<file path="src/hw/rtl/tsad_pkg.sv">
// shared types and constants for the transport stream audio demultiplexer
package tsad_pkg;

    localparam logic [7:0] SYNC_BYTE = 8'h47;

    localparam logic [1:0] KIND_OTHER = 2'd0;
    localparam logic [1:0] KIND_PAT   = 2'd1;
    localparam logic [1:0] KIND_PMT   = 2'd2;
    localparam logic [1:0] KIND_AUDIO = 2'd3;

    localparam logic [1:0] FMT_UNKNOWN = 2'd0;
    localparam logic [1:0] FMT_MP3     = 2'd1;
    localparam logic [1:0] FMT_AAC     = 2'd2;

    localparam logic [7:0] STYPE_MP3      = 8'h04;
    localparam logic [7:0] STYPE_AAC_ADTS = 8'h0F;
    localparam logic [7:0] STYPE_AAC_LATM = 8'h11;

    localparam logic [7:0] STREAM_ID_LO = 8'hC0;
    localparam logic [7:0] STREAM_ID_HI = 8'hDF;

    localparam logic [12:0] PAT_PID = 13'd0;

    typedef struct packed {
        logic       byte_valid;
        logic [7:0] audio_byte;
        logic [1:0] audio_format;
        logic       stream_error;
        logic       packet_end;
    } tsad_result_t;

endpackage

</file>
<file path="src/hw/rtl/tsad_parser.sv">
// packet framing, table capture and payload extraction, one byte per request
module tsad_parser
    import tsad_pkg::*;
#(
    parameter int PACKET_BYTES = 188,
    parameter int MAX_PROGRAMS = 8
)
(
    input  logic         clk,
    input  logic         rst_n,
    input  logic         en,
    input  logic [7:0]   ts_byte,
    output tsad_result_t res
);

    localparam int POS_W   = $clog2(PACKET_BYTES);
    localparam int COUNT_W = $clog2(MAX_PROGRAMS + 1);
    localparam int IDX_W   = (MAX_PROGRAMS > 1) ? $clog2(MAX_PROGRAMS) : 1;

    logic               sync_found_reg, sync_found_next;
    logic [POS_W-1:0]   byte_position_reg, byte_position_next;
    logic [12:0]        packet_pid_reg, packet_pid_next;
    logic               unit_start_reg, unit_start_next;
    logic               adaptation_present_reg, adaptation_present_next;
    logic [7:0]         payload_offset_reg, payload_offset_next;
    logic [1:0]         packet_kind_reg, packet_kind_next;
    logic [12:0]        program_map_pids_reg [MAX_PROGRAMS];
    logic [COUNT_W-1:0] program_map_count_reg, program_map_count_next;
    logic [12:0]        audio_pid_reg, audio_pid_next;
    logic               audio_pid_valid_reg, audio_pid_valid_next;
    logic [1:0]         format_found_reg, format_found_next;
    logic [11:0]        section_length_reg, section_length_next;
    logic [11:0]        entry_cursor_reg, entry_cursor_next;
    logic [7:0]         entry_stream_type_reg, entry_stream_type_next;
    logic [12:0]        entry_pid_reg, entry_pid_next;
    logic [8:0]         pes_data_start_reg, pes_data_start_next;
    logic               error_flag_reg, error_flag_next;

    logic               pm_we;
    logic [12:0]        pm_wdata;
    logic [12:0]        pid_cand;
    logic               pmt_hit;

    // program-map pid lookup across the captured list
    always_comb
    begin
        pid_cand = {packet_pid_reg[12:8], ts_byte};
        pmt_hit  = 1'b0;
        for (int i = 0; i < MAX_PROGRAMS; i++)
        begin
            if ((COUNT_W'(i) < program_map_count_reg) && (program_map_pids_reg[i] == pid_cand))
            begin
                pmt_hit = 1'b1;
            end
        end
    end

    always_comb
    begin
        logic [POS_W-1:0] pos;
        logic [8:0]       pos9;
        logic [8:0]       sum9;
        logic [7:0]       po_eff;
        logic [8:0]       ps;
        logic [8:0]       r;
        logic [8:0]       start;
        logic [12:0]      s13;
        logic [11:0]      d12;
        logic [12:0]      pid_new;
        logic [16:0]      s17;
        logic [8:0]       p;
        logic             err_eff;
        logic [8:0]       pds_eff;
        logic             valid;
        logic [7:0]       data;
        logic             pend;

        sync_found_next         = sync_found_reg;
        byte_position_next      = byte_position_reg;
        packet_pid_next         = packet_pid_reg;
        unit_start_next         = unit_start_reg;
        adaptation_present_next = adaptation_present_reg;
        payload_offset_next     = payload_offset_reg;
        packet_kind_next        = packet_kind_reg;
        program_map_count_next  = program_map_count_reg;
        audio_pid_next          = audio_pid_reg;
        audio_pid_valid_next    = audio_pid_valid_reg;
        format_found_next       = format_found_reg;
        section_length_next     = section_length_reg;
        entry_cursor_next       = entry_cursor_reg;
        entry_stream_type_next  = entry_stream_type_reg;
        entry_pid_next          = entry_pid_reg;
        pes_data_start_next     = pes_data_start_reg;
        error_flag_next         = error_flag_reg;
        pm_we    = 1'b0;
        pm_wdata = entry_pid_reg | 13'(ts_byte);
        valid    = 1'b0;
        data     = 8'd0;
        pend     = 1'b0;
        pos      = sync_found_reg ? byte_position_reg : '0;
        pos9     = 9'(pos);
        sum9     = 9'd5 + 9'(ts_byte);
        po_eff   = payload_offset_reg;
        ps       = 9'd4 + 9'(unit_start_reg);
        r        = pos9 - ps;
        start    = {r[8:2], 2'b00};
        s13      = 13'd12 + 13'(entry_cursor_reg | 12'(ts_byte));
        d12      = 12'(r) - entry_cursor_reg;
        pid_new  = entry_pid_reg | 13'(ts_byte);
        s17      = 17'(entry_cursor_reg) + 17'd5 + {1'b0, entry_stream_type_reg, ts_byte};
        p        = 9'd0;
        err_eff  = error_flag_reg;
        pds_eff  = pes_data_start_reg;

        if (sync_found_reg || (ts_byte == SYNC_BYTE))
        begin
            sync_found_next = 1'b1;
            if (pos9 == 9'd0)
            begin
                unit_start_next         = 1'b0;
                adaptation_present_next = 1'b0;
                payload_offset_next     = 8'd4;
                packet_kind_next        = KIND_OTHER;
                packet_pid_next         = 13'd0;
                pes_data_start_next     = 9'd9;
            end
            else if (pos9 == 9'd1)
            begin
                packet_pid_next = {ts_byte[4:0], 8'd0};
                unit_start_next = ts_byte[6];
            end
            else if (pos9 == 9'd2)
            begin
                packet_pid_next = pid_cand;
                if (pid_cand == PAT_PID)
                begin
                    packet_kind_next       = KIND_PAT;
                    program_map_count_next = '0;
                end
                else if (audio_pid_valid_reg && (pid_cand == audio_pid_reg))
                begin
                    packet_kind_next = KIND_AUDIO;
                end
                else if (pmt_hit)
                begin
                    packet_kind_next = KIND_PMT;
                end
                else
                begin
                    packet_kind_next = KIND_OTHER;
                end
            end
            else if (pos9 == 9'd3)
            begin
                adaptation_present_next = ts_byte[5];
                payload_offset_next     = 8'd4;
            end
            else
            begin
                if ((pos9 == 9'd4) && adaptation_present_reg)
                begin
                    po_eff              = (sum9 > 9'd255) ? 8'hFF : sum9[7:0];
                    payload_offset_next = po_eff;
                end
                if ((packet_kind_reg == KIND_PAT) && (pos9 >= ps))
                begin
                    if (r == 9'd1)
                    begin
                        section_length_next = {ts_byte[3:0], 8'd0};
                    end
                    else if (r == 9'd2)
                    begin
                        section_length_next = section_length_reg | 12'(ts_byte);
                    end
                    else if ((r >= 9'd8) && !((13'(start) + 13'd5) > 13'(section_length_reg)))
                    begin
                        if (r[1:0] == 2'd2)
                        begin
                            entry_pid_next = {ts_byte[4:0], 8'd0};
                        end
                        else if ((r[1:0] == 2'd3)
                                 && (program_map_count_reg < COUNT_W'(MAX_PROGRAMS)))
                        begin
                            pm_we                  = 1'b1;
                            program_map_count_next = program_map_count_reg + COUNT_W'(1);
                        end
                    end
                end
                else if ((packet_kind_reg == KIND_PMT) && (pos9 >= ps))
                begin
                    if (r == 9'd1)
                    begin
                        section_length_next = {ts_byte[3:0], 8'd0};
                    end
                    else if (r == 9'd2)
                    begin
                        section_length_next = section_length_reg | 12'(ts_byte);
                    end
                    else if (r == 9'd10)
                    begin
                        entry_cursor_next = {ts_byte[3:0], 8'd0};
                    end
                    else if (r == 9'd11)
                    begin
                        entry_cursor_next = (s13 > 13'd4095) ? 12'hFFF : s13[11:0];
                    end
                    else if ((r >= 9'd12) && (12'(r) >= entry_cursor_reg)
                             && !((13'(entry_cursor_reg) + 13'd1) >= 13'(section_length_reg)))
                    begin
                        case (d12)
                            12'd0:
                            begin
                                entry_stream_type_next = ts_byte;
                            end
                            12'd1:
                            begin
                                entry_pid_next = {ts_byte[4:0], 8'd0};
                            end
                            12'd2:
                            begin
                                entry_pid_next = pid_new;
                                if (entry_stream_type_reg == STYPE_MP3)
                                begin
                                    format_found_next    = FMT_MP3;
                                    audio_pid_next       = pid_new;
                                    audio_pid_valid_next = 1'b1;
                                end
                                else if ((entry_stream_type_reg == STYPE_AAC_ADTS)
                                         || (entry_stream_type_reg == STYPE_AAC_LATM))
                                begin
                                    format_found_next    = FMT_AAC;
                                    audio_pid_next       = pid_new;
                                    audio_pid_valid_next = 1'b1;
                                end
                            end
                            12'd3:
                            begin
                                entry_stream_type_next = {4'd0, ts_byte[3:0]};
                            end
                            12'd4:
                            begin
                                entry_cursor_next = (s17 > 17'd4095) ? 12'hFFF : s17[11:0];
                            end
                            default:
                            begin
                            end
                        endcase
                    end
                end
                else if ((packet_kind_reg == KIND_AUDIO) && (pos9 >= 9'(po_eff)))
                begin
                    p = pos9 - 9'(po_eff);
                    if (unit_start_reg)
                    begin
                        if ((p == 9'd3)
                            && ((ts_byte < STREAM_ID_LO) || (ts_byte > STREAM_ID_HI)))
                        begin
                            err_eff = 1'b1;
                        end
                        if (p == 9'd8)
                        begin
                            pds_eff = 9'd9 + 9'(ts_byte);
                        end
                        error_flag_next     = err_eff;
                        pes_data_start_next = pds_eff;
                        if ((p >= pds_eff) && !err_eff)
                        begin
                            valid = 1'b1;
                            data  = ts_byte;
                        end
                    end
                    else if (!error_flag_reg)
                    begin
                        valid = 1'b1;
                        data  = ts_byte;
                    end
                end
            end

            if ((pos9 + 9'd1) >= 9'(PACKET_BYTES))
            begin
                byte_position_next = '0;
                pend               = 1'b1;
            end
            else
            begin
                byte_position_next = pos + POS_W'(1);
            end
        end

        res.byte_valid   = valid;
        res.audio_byte   = data;
        res.audio_format = format_found_next;
        res.stream_error = error_flag_next;
        res.packet_end   = pend;
    end

    always_ff @(posedge clk or negedge rst_n)
    begin
        if (!rst_n)
        begin
            sync_found_reg         <= 1'b0;
            byte_position_reg      <= '0;
            packet_pid_reg         <= 13'd0;
            unit_start_reg         <= 1'b0;
            adaptation_present_reg <= 1'b0;
            payload_offset_reg     <= 8'd4;
            packet_kind_reg        <= KIND_OTHER;
            program_map_count_reg  <= '0;
            audio_pid_reg          <= 13'd0;
            audio_pid_valid_reg    <= 1'b0;
            format_found_reg       <= FMT_UNKNOWN;
            section_length_reg     <= 12'd0;
            entry_cursor_reg       <= 12'd0;
            entry_stream_type_reg  <= 8'd0;
            entry_pid_reg          <= 13'd0;
            pes_data_start_reg     <= 9'd0;
            error_flag_reg         <= 1'b0;
        end
        else if (en)
        begin
            sync_found_reg         <= sync_found_next;
            byte_position_reg      <= byte_position_next;
            packet_pid_reg         <= packet_pid_next;
            unit_start_reg         <= unit_start_next;
            adaptation_present_reg <= adaptation_present_next;
            payload_offset_reg     <= payload_offset_next;
            packet_kind_reg        <= packet_kind_next;
            program_map_count_reg  <= program_map_count_next;
            audio_pid_reg          <= audio_pid_next;
            audio_pid_valid_reg    <= audio_pid_valid_next;
            format_found_reg       <= format_found_next;
            section_length_reg     <= section_length_next;
            entry_cursor_reg       <= entry_cursor_next;
            entry_stream_type_reg  <= entry_stream_type_next;
            entry_pid_reg          <= entry_pid_next;
            pes_data_start_reg     <= pes_data_start_next;
            error_flag_reg         <= error_flag_next;
        end
    end

    // program-map pid list, contents undefined until a pat fills them
    always_ff @(posedge clk)
    begin
        if (en && pm_we)
        begin
            program_map_pids_reg[program_map_count_reg[IDX_W-1:0]] <= pm_wdata;
        end
    end

endmodule

</file>
<file path="src/hw/rtl/ts_audio_demux.sv">
// transport stream audio demultiplexer top level
//
// s_axis carries one transport stream byte per request in tdata[7:0]. the
// block drops bytes until the first 0x47, then frames fixed-size packets by
// count, captures the pat and pmt, and extracts the audio elementary stream.
// m_axis returns exactly one result per input byte: tuser is byte_valid,
// tdata holds audio_byte, audio_format and stream_error, tlast marks the last
// byte of each packet.
// each result is registered: into the output register, or into the skid register while m_axis stalls.
// throughput: one byte per cycle while m_axis accepts results, set by the single registered pass of the
// parser; all field capture and compares finish in that cycle.
// reset clears sync, table state, format and the error flag; the program-map
// pid list holds no data until a pat is seen and needs no clearing pass.
// when m_axis stalls, one more byte is still taken into a skid register;
// s_axis_tready falls only while both output and skid registers are full.
module ts_audio_demux
    import tsad_pkg::*;
#(
    parameter int PACKET_BYTES = 188,
    parameter int MAX_PROGRAMS = 8
)
(
    input  logic        clk,
    input  logic        rst_n,
    input  logic        s_axis_tvalid,
    output logic        s_axis_tready,
    input  logic [7:0]  s_axis_tdata,   // ts_byte[7:0]
    output logic        m_axis_tvalid,
    input  logic        m_axis_tready,
    output logic [15:0] m_axis_tdata,   // audio_byte[7:0], audio_format[9:8], stream_error[10]
    output logic        m_axis_tuser,   // byte_valid
    output logic        m_axis_tlast
);

    tsad_result_t res;
    tsad_result_t out_reg;
    tsad_result_t skid_reg;
    logic         out_valid_reg;
    logic         skid_valid_reg;
    logic         accept;
    logic         pop;

    assign s_axis_tready = !skid_valid_reg;
    assign accept        = s_axis_tvalid && s_axis_tready;
    assign pop           = m_axis_tvalid && m_axis_tready;

    tsad_parser #(
        .PACKET_BYTES (PACKET_BYTES),
        .MAX_PROGRAMS (MAX_PROGRAMS)
    ) u_parser (
        .clk     (clk),
        .rst_n   (rst_n),
        .en      (accept),
        .ts_byte (s_axis_tdata),
        .res     (res)
    );

    always_ff @(posedge clk or negedge rst_n)
    begin
        if (!rst_n)
        begin
            out_valid_reg  <= 1'b0;
            skid_valid_reg <= 1'b0;
        end
        else
        begin
            if (accept)
            begin
                if (!out_valid_reg || pop)
                begin
                    out_valid_reg <= 1'b1;
                end
                else
                begin
                    skid_valid_reg <= 1'b1;
                end
            end
            else if (pop)
            begin
                if (skid_valid_reg)
                begin
                    skid_valid_reg <= 1'b0;
                end
                else
                begin
                    out_valid_reg <= 1'b0;
                end
            end
        end
    end

    always_ff @(posedge clk)
    begin
        if (accept)
        begin
            if (!out_valid_reg || pop)
            begin
                out_reg <= res;
            end
            else
            begin
                skid_reg <= res;
            end
        end
        else if (pop && skid_valid_reg)
        begin
            out_reg <= skid_reg;
        end
    end

    assign m_axis_tvalid = out_valid_reg;
    assign m_axis_tdata  = {5'd0, out_reg.stream_error, out_reg.audio_format, out_reg.audio_byte};
    assign m_axis_tuser  = out_reg.byte_valid;
    assign m_axis_tlast  = out_reg.packet_end;

    // skid register only fills behind a full output register
    a_skid_behind_out: assert property (@(posedge clk) disable iff (!rst_n)
        skid_valid_reg |-> out_valid_reg)
        else $error("skid register full while output register empty");

    // stream error is sticky across delivered results
    a_error_sticky: assert property (@(posedge clk) disable iff (!rst_n)
        pop && m_axis_tdata[10] |=> !(m_axis_tvalid && !m_axis_tdata[10]))
        else $error("stream error cleared after being raised");

    // no payload is emitted once the stream error is set
    a_no_payload_on_error: assert property (@(posedge clk) disable iff (!rst_n)
        m_axis_tvalid && m_axis_tuser |-> !m_axis_tdata[10])
        else $error("payload byte delivered with stream error set");

    // non-payload results carry a zero data byte
    a_zero_when_idle: assert property (@(posedge clk) disable iff (!rst_n)
        m_axis_tvalid && !m_axis_tuser |-> (m_axis_tdata[7:0] == 8'd0))
        else $error("non-payload result carries nonzero data");

endmodule

</file>
<file path="config.mk">
export PLATFORM = sky130hd
export DESIGN_NAME = ts_audio_demux
export DESIGN_NICKNAME = d
export VERILOG_FILES = /design/src/hw/rtl/tsad_pkg.sv /design/src/hw/rtl/tsad_parser.sv /design/src/hw/rtl/ts_audio_demux.sv
export SDC_FILE = /design/constraint.sdc
export NUM_CORES = 1
export LEC_CHECK = 0
export CORE_MARGIN = 2
export CORE_UTILIZATION = 65
export DETAILED_ROUTE_END_ITERATION = 6
export DONT_BUFFER_PORTS = 1
export PLACE_DENSITY_LB_ADDON = 0.12
export SETUP_SLACK_MARGIN = 0.5
export SLEW_MARGIN = 20
export SYNTH_ARGS = -nofsm -noshare
export SYNTH_HDL_FRONTEND = slang
export SYNTH_SLANG_ARGS = --single-unit
</file>
<file path="constraint.sdc">
create_clock -name clk -period 7.3 [get_ports clk]
set_input_delay 0.365 -clock clk [delete_from_list [all_inputs] [get_ports clk]]
set_output_delay 0.365 -clock clk [all_outputs]
set_load 0.01 [all_outputs]
</file>
* Yosys cells after proc, flatten, opt, wreduce, memory -nomap -nowiden *
Memories as Yosys holds them, arrays and structs flattened.
Cells that the tools add are included.

cells by class
  magnitude comparators = 23
  add/subtract/negate cells = 14
  equal/unequal tests = 53
  mux-type cells = 171
  reductions and logical operators = 68
  bitwise logic cells = 13

operator list
  cell                    count
  $mux W13                18
  $mux W8                 25
  $mux W9                 18
  $mux W12                10
  $eq A13 B13 Y1          9
  $mux W1                 68
  $mux W2                 21
  $mux W4                 9
  $reduce_bool A2 Y1      14
  $eq A9 B4 Y1 const B    3
  $pmux W13 S2            1
  $eq A12 B2 Y1 const B   2
  $ne A2 B1 Y1 const B    12
  $or A12 B8 Y12          2
  $reduce_and A12 Y1      2
  $logic_and A1 B1 Y1     23
  $eq A9 B2 Y1 const B    2
  $ge A9 B4 Y1 const B    2
  $ne A2 B2 Y1 const B    9
  $add A17 B16 Y17        1
  $gt A17 B12 Y1 const B  1
  $reduce_and A17 Y1      1
  $eq A8 B2 Y1 const B    2
  $eq A8 B3 Y1 const B    2
  other kinds (54)        85

word-level totals
  RAM bits = 104
  memories = 1
  register bits after elaboration = 129

memories
  name                           words  bits a word  read ports  clocked after Yosys merged registers in  wr ports  RTL line           RTL
  u_parser.program_map_pids_reg  8      13           8           0                                        1         tsad_parser.sv:27  logic [12:0] program_map_pids_reg [MAX_PROGRAMS];

* Depth between registers and ports, before layout *
  word-level depth = 36
  depth in mapped cells = 32
  mapped depth without buffers = 28

* Cells and area by module *
From an unflattened synthesis, not the netlist that was laid out.

unflattened totals
  cells, all modules = 1401
  area total of the unflattened synthesis = 14577.7 sq um

by module, submodules not included
  module          cells each  times used  seq. area each (sq um)  area an instance (sq um)
  tsad_parser     1340        1           5651.7                  13429.1
  ts_audio_demux  61          1           830.8                   1148.6

* Worst setup path before layout *
Ideal clock, no wire load.

  path kind = reg-to-reg
  start point = register u_parser.sync_found_reg
  end point = register out_reg, in the netlist m_axis_tdata[3], data pin
  arrival = 6.166 ns
  period minus slack after synthesis = 6.426 ns
  data required time = 7.040 ns
  cell stages (with the launch flop) = 31
  setup slack = 0.874 ns
  setup time = 0.260 ns
  cells stage by stage = dfrtp_1 > clkbuf_1 > clkbuf_1 > clkbuf_1 > nand2_1 > ha_1 > and4_1 > clkbuf_1 > o21ai_0 > a31oi_1 > nand2_1 > o21a_1 > ha_1 > inv_1 > fa_1 > a21o_1 > a21oi_1 > or4b_2 > o2111ai_1 > a2111o_1 > or3_1 > clkbuf_1 > mux2i_1 > ha_1 > a21o_1 > a221oi_1 > o21ai_0 > a31oi_1 > nor3_1 > and3_1 > mux2_2

RTL lines
  element                   RTL line               RTL
  start: declaration        tsad_parser.sv:20      logic sync_found_reg, sync_found_next;
  start signal: assignment  tsad_parser.sv:322     sync_found_reg <= sync_found_next;
  end signal: assignment    ts_audio_demux.sv:98   out_reg <= res;
  end signal: assignment    ts_audio_demux.sv:107  out_reg <= skid_reg;
  end: declaration          ts_audio_demux.sv:36   tsad_result_t out_reg;

==> impl_metrics.json <==
{
  "async_reset_ff_share_pct": 44.21,
  "gp_congestion": 0.9181,
  "cts-root-buf": "clkbuf_16",
  "ios": 32,
  "yosysTopAreaCellShare_pct": 27.19,
  "insertedDiodeCount": 0,
  "yosys_warnings": 0,
  "fillers": 1603,
  "cp-start-kind": "flip-flop",
  "setup_viol": 0,
  "drv_cap": 0,
  "cts_buffers": 26,
  "initialDrtViolationCount": 1036,
  "hpwl_um": 24710,
  "dieHeight_um": 152.6,
  "nNetsFinal": 1472,
  "hp-class": "primary input to flip-flop",
  "synth_area_um2": 14360,
  "drc": 0,
  "power.density_nw_per_um2": 286.7,
  "path_class": "flip-flop to flip-flop",
  "max_freq_mhz": 154.9,
  "wl_met3_um": 3544,
  "first_global_vias": 10556,
  "synth_cell_types": 87,
  "core_area_um2": 21760,
  "cp.arrival_ns": 6.75,
  "synthTopCellsByCount": "edfxtp_1 (130), xnor2_1 (117), dfrtp_1 (102), nor2_1 (97), nand2_1 (89)",
  "final_cells": 1681,
  "synthTopCellsByArea": "edfxtp_1 (27%), dfrtp_1 (18%), xnor2_1 (7.1%)",
  "clockBufferDepth": 3,
  "insertion_delay_ns": 0.55,
  "endpoint_kind": "flip-flop",
  "grtUsageTotal_pct": 32.27,
  "met2WireLength_um": 17430,
  "io_buffers": 0,
  "p_leak_nw": 6.307,
  "cp.required_ns": 7.59,
  "synthCells": 1403,
  "dp.cells": 1622,
  "clkTransAtPathRegs_ns": 0.06,
  "antenna_found_initial": 1,
  "tritoncts": "yes",
  "htree_levels": 1,
  "met1Wirelength_um": 15700,
  "finalHoldViolations": 0,
  "viasPerCell": 6.492,
  "wl_per_cell_um": 22.52,
  "die_w_um": 152.6,
  "area_delta_synth_final_pct": 8.175,
  "highest_layer": "met5",
  "firstDrtPassIters": 5,
  "num_rows": 54,
  "die_area_um2": 23290,
  "outcome": "finished, final reports clean",
  "grt-ovfl-total": 0,
  "synth_edf_count": 130,
  "worst_pin_slew_ns": 1.057,
  "drv_slew": 0,
  "fin_skew_ns": 0.01396,
  "grt_pass1_wl_um": 59190,
  "largest_reg_flops": 104,
  "grt_max_degree": 104,
  "rsz0062_at_grt": "no",
  "finalCritPeriodShare_pct": 88.45,
  "seq_area_frac_synth_pct": 45.15,
  "max-vdd-ir-drop_mv": 0.2140,
  "ant_nets": 0,
  "ys_ff_latch": 233,
  "synth_top_cell_by_area": "edfxtp_1",
  "maxSlewHeadroom_pct": 29.25,
  "path_max_fanout": 10,
  "finalWirelength_um": 37860,
  "fin_tns_setup_ns": 0,
  "fin_crit_ns": 6.457,
  "synth_flop_cell": "edfxtp_1",
  "clock-sinks": 233,
  "initial_core_util_pct": 65.99,
  "syn_avg_cell_area_um2": 10.23,
  "yosysMostFrequentCell": "edfxtp_1",
  "layout-drive-gt1-share_pct": 7.994,
  "via_count": 10913
}
-- per-stage QoR --
step / hold WS [ns] / setup WS (ns) / instance area, µm² / total power, W / util (%)
after floorplan: 0.06941 / 0.8742 / 14370 / 0.002715 / -
after global placement: 0.07251 / 0.6805 / 14480 / 0.002996 / 66.53
final: 0.02859 / 0.8433 / 15530 / 0.004453 / 71.38
after CTS: 0.007340 / 0.6109 / 15500 / 0.004435 / 71.27
after global routing: 0.03106 / 0.4871 / 15530 / 0.004678 / 71.38
after detailed placement: 0.07247 / 0.4956 / 14480 / 0.003046 / 66.53
-- where the power goes --
| group | internal (W) | switching [W] |
|---|---|---|
| combinational | 0.000570 | 0.000867 |
| sequential | 0.00154 | 0.000114 |
| clock | 0.000808 | 0.000557 |
-- worst paths after layout --
kind | from | end | slack [ns] | cells past startpoint
setup / recovery | u_parser.byte_position_reg[4] | m_axis_tdata[2] | 0.84 | 24
hold / removal | s_axis_tdata[5] | u_parser.section_length_reg[5] | 0.03 | 2
setup reg to reg | u_parser.byte_position_reg[4] | m_axis_tdata[2] | 0.84 | 24
hold reg to reg | u_parser.audio_pid_valid_reg | u_parser.audio_pid_valid_reg | 0.47 | 1
max in group asynchronous | rst_n | u_parser.byte_position_reg[5] | 6.35 | 2
min in group asynchronous | rst_n | u_parser.entry_cursor_reg[7] | 0.44 | 2
-- cell type report --
class                      count  area, µm²  share of cell area (%)
multi-input combinational   1034       7345                   47.29
timing repair buffer          23      217.7                   1.402
clock inverter                16      224.0                   1.442
sequential                   233       6484                   41.75
tap                          280      350.3                   2.256
clock buffer                  32      673.1                   4.335
inverter                      63      236.5                   1.523
-- worst max-delay path, cell delays in order, from the launching register on --
cell      delay [ns]
dfrtp_1         0.48
or4_4           0.57
nor2_2          0.19
and4_4          0.31
o21ai_0         0.15
a31oi_1         0.22
nand2b_1        0.09
o21ai_0         0.16
ha_1            0.31
nor2b_1         0.13
o21ai_0         0.19
a21oi_1         0.15
or3_1           0.35
a2111o_1        0.46
or3_4           0.48
mux2i_1         0.23
ha_1            0.27
a21o_1          0.18
a221oi_1        0.26
o21ai_0         0.13
a31oi_1         0.21
nor3_1          0.09
buf_4           0.16
and3_1          0.17
mux2_2          0.27
-- cell families (layout without fill, tap and decap cells) --
| group | after synthesis | after routing | synth area share [%] |
|---|---|---|---|
| muxes | 46 | 46 | 3.530 |
| DFF | 233 | 233 | 45.15 |
| adders and majority gates | 79 | 79 | 7.042 |
| and+or+nand+nor | 424 | 424 | 15.24 |
| buffers and inverters | 140 | 134 | 3.992 |
| xor gates and xnor gates | 188 | 188 | 11.47 |
| other | 1 | 5 | 0.02612 |
| AOI/OAI and AO/OA | 292 | 292 | 13.54 |
-- what timing repair did --
action	CTS	global route
setup endpoints to repair	6	15
hold buffers	11	0
pin swaps	0	0
endpoints found under the hold margin	133	0
buffers inserted	0	0
resized for setup	1	5
-- placed cells by master, fill, tap and decap left out, drive strengths merged, types with 11 or more instances in the layout --
master	netlist	routed
edfxtp	130	130
xnor2	117	117
dfrtp	102	102
nor2	97	97
nand2	89	89
o21ai	80	80
ha	76	76
xor2	71	71
inv	61	63
a21oi	60	60
nand3	34	34
clkbuf	51	32
mux2	31	31
nor3	30	30
nand4	29	29
nor4	25	25
nor2b	21	21
a31oi	20	20
and3	20	20
a22o	18	18
mux2i	15	15
and2	14	14
or2	14	14
nand2b	13	13
buf	26	13
o31ai	12	12
a21o	11	11
-- metal layers --
metal / vias to the layer above / GRT usage (%)
li1: 5050 / -
met1: 5231 / 45.24
met2: 530 / 51.04
met3: 100 / 7.053
met4: 2 / 9.392
met5: - / 0
Power figures use the tool's default switching activity.
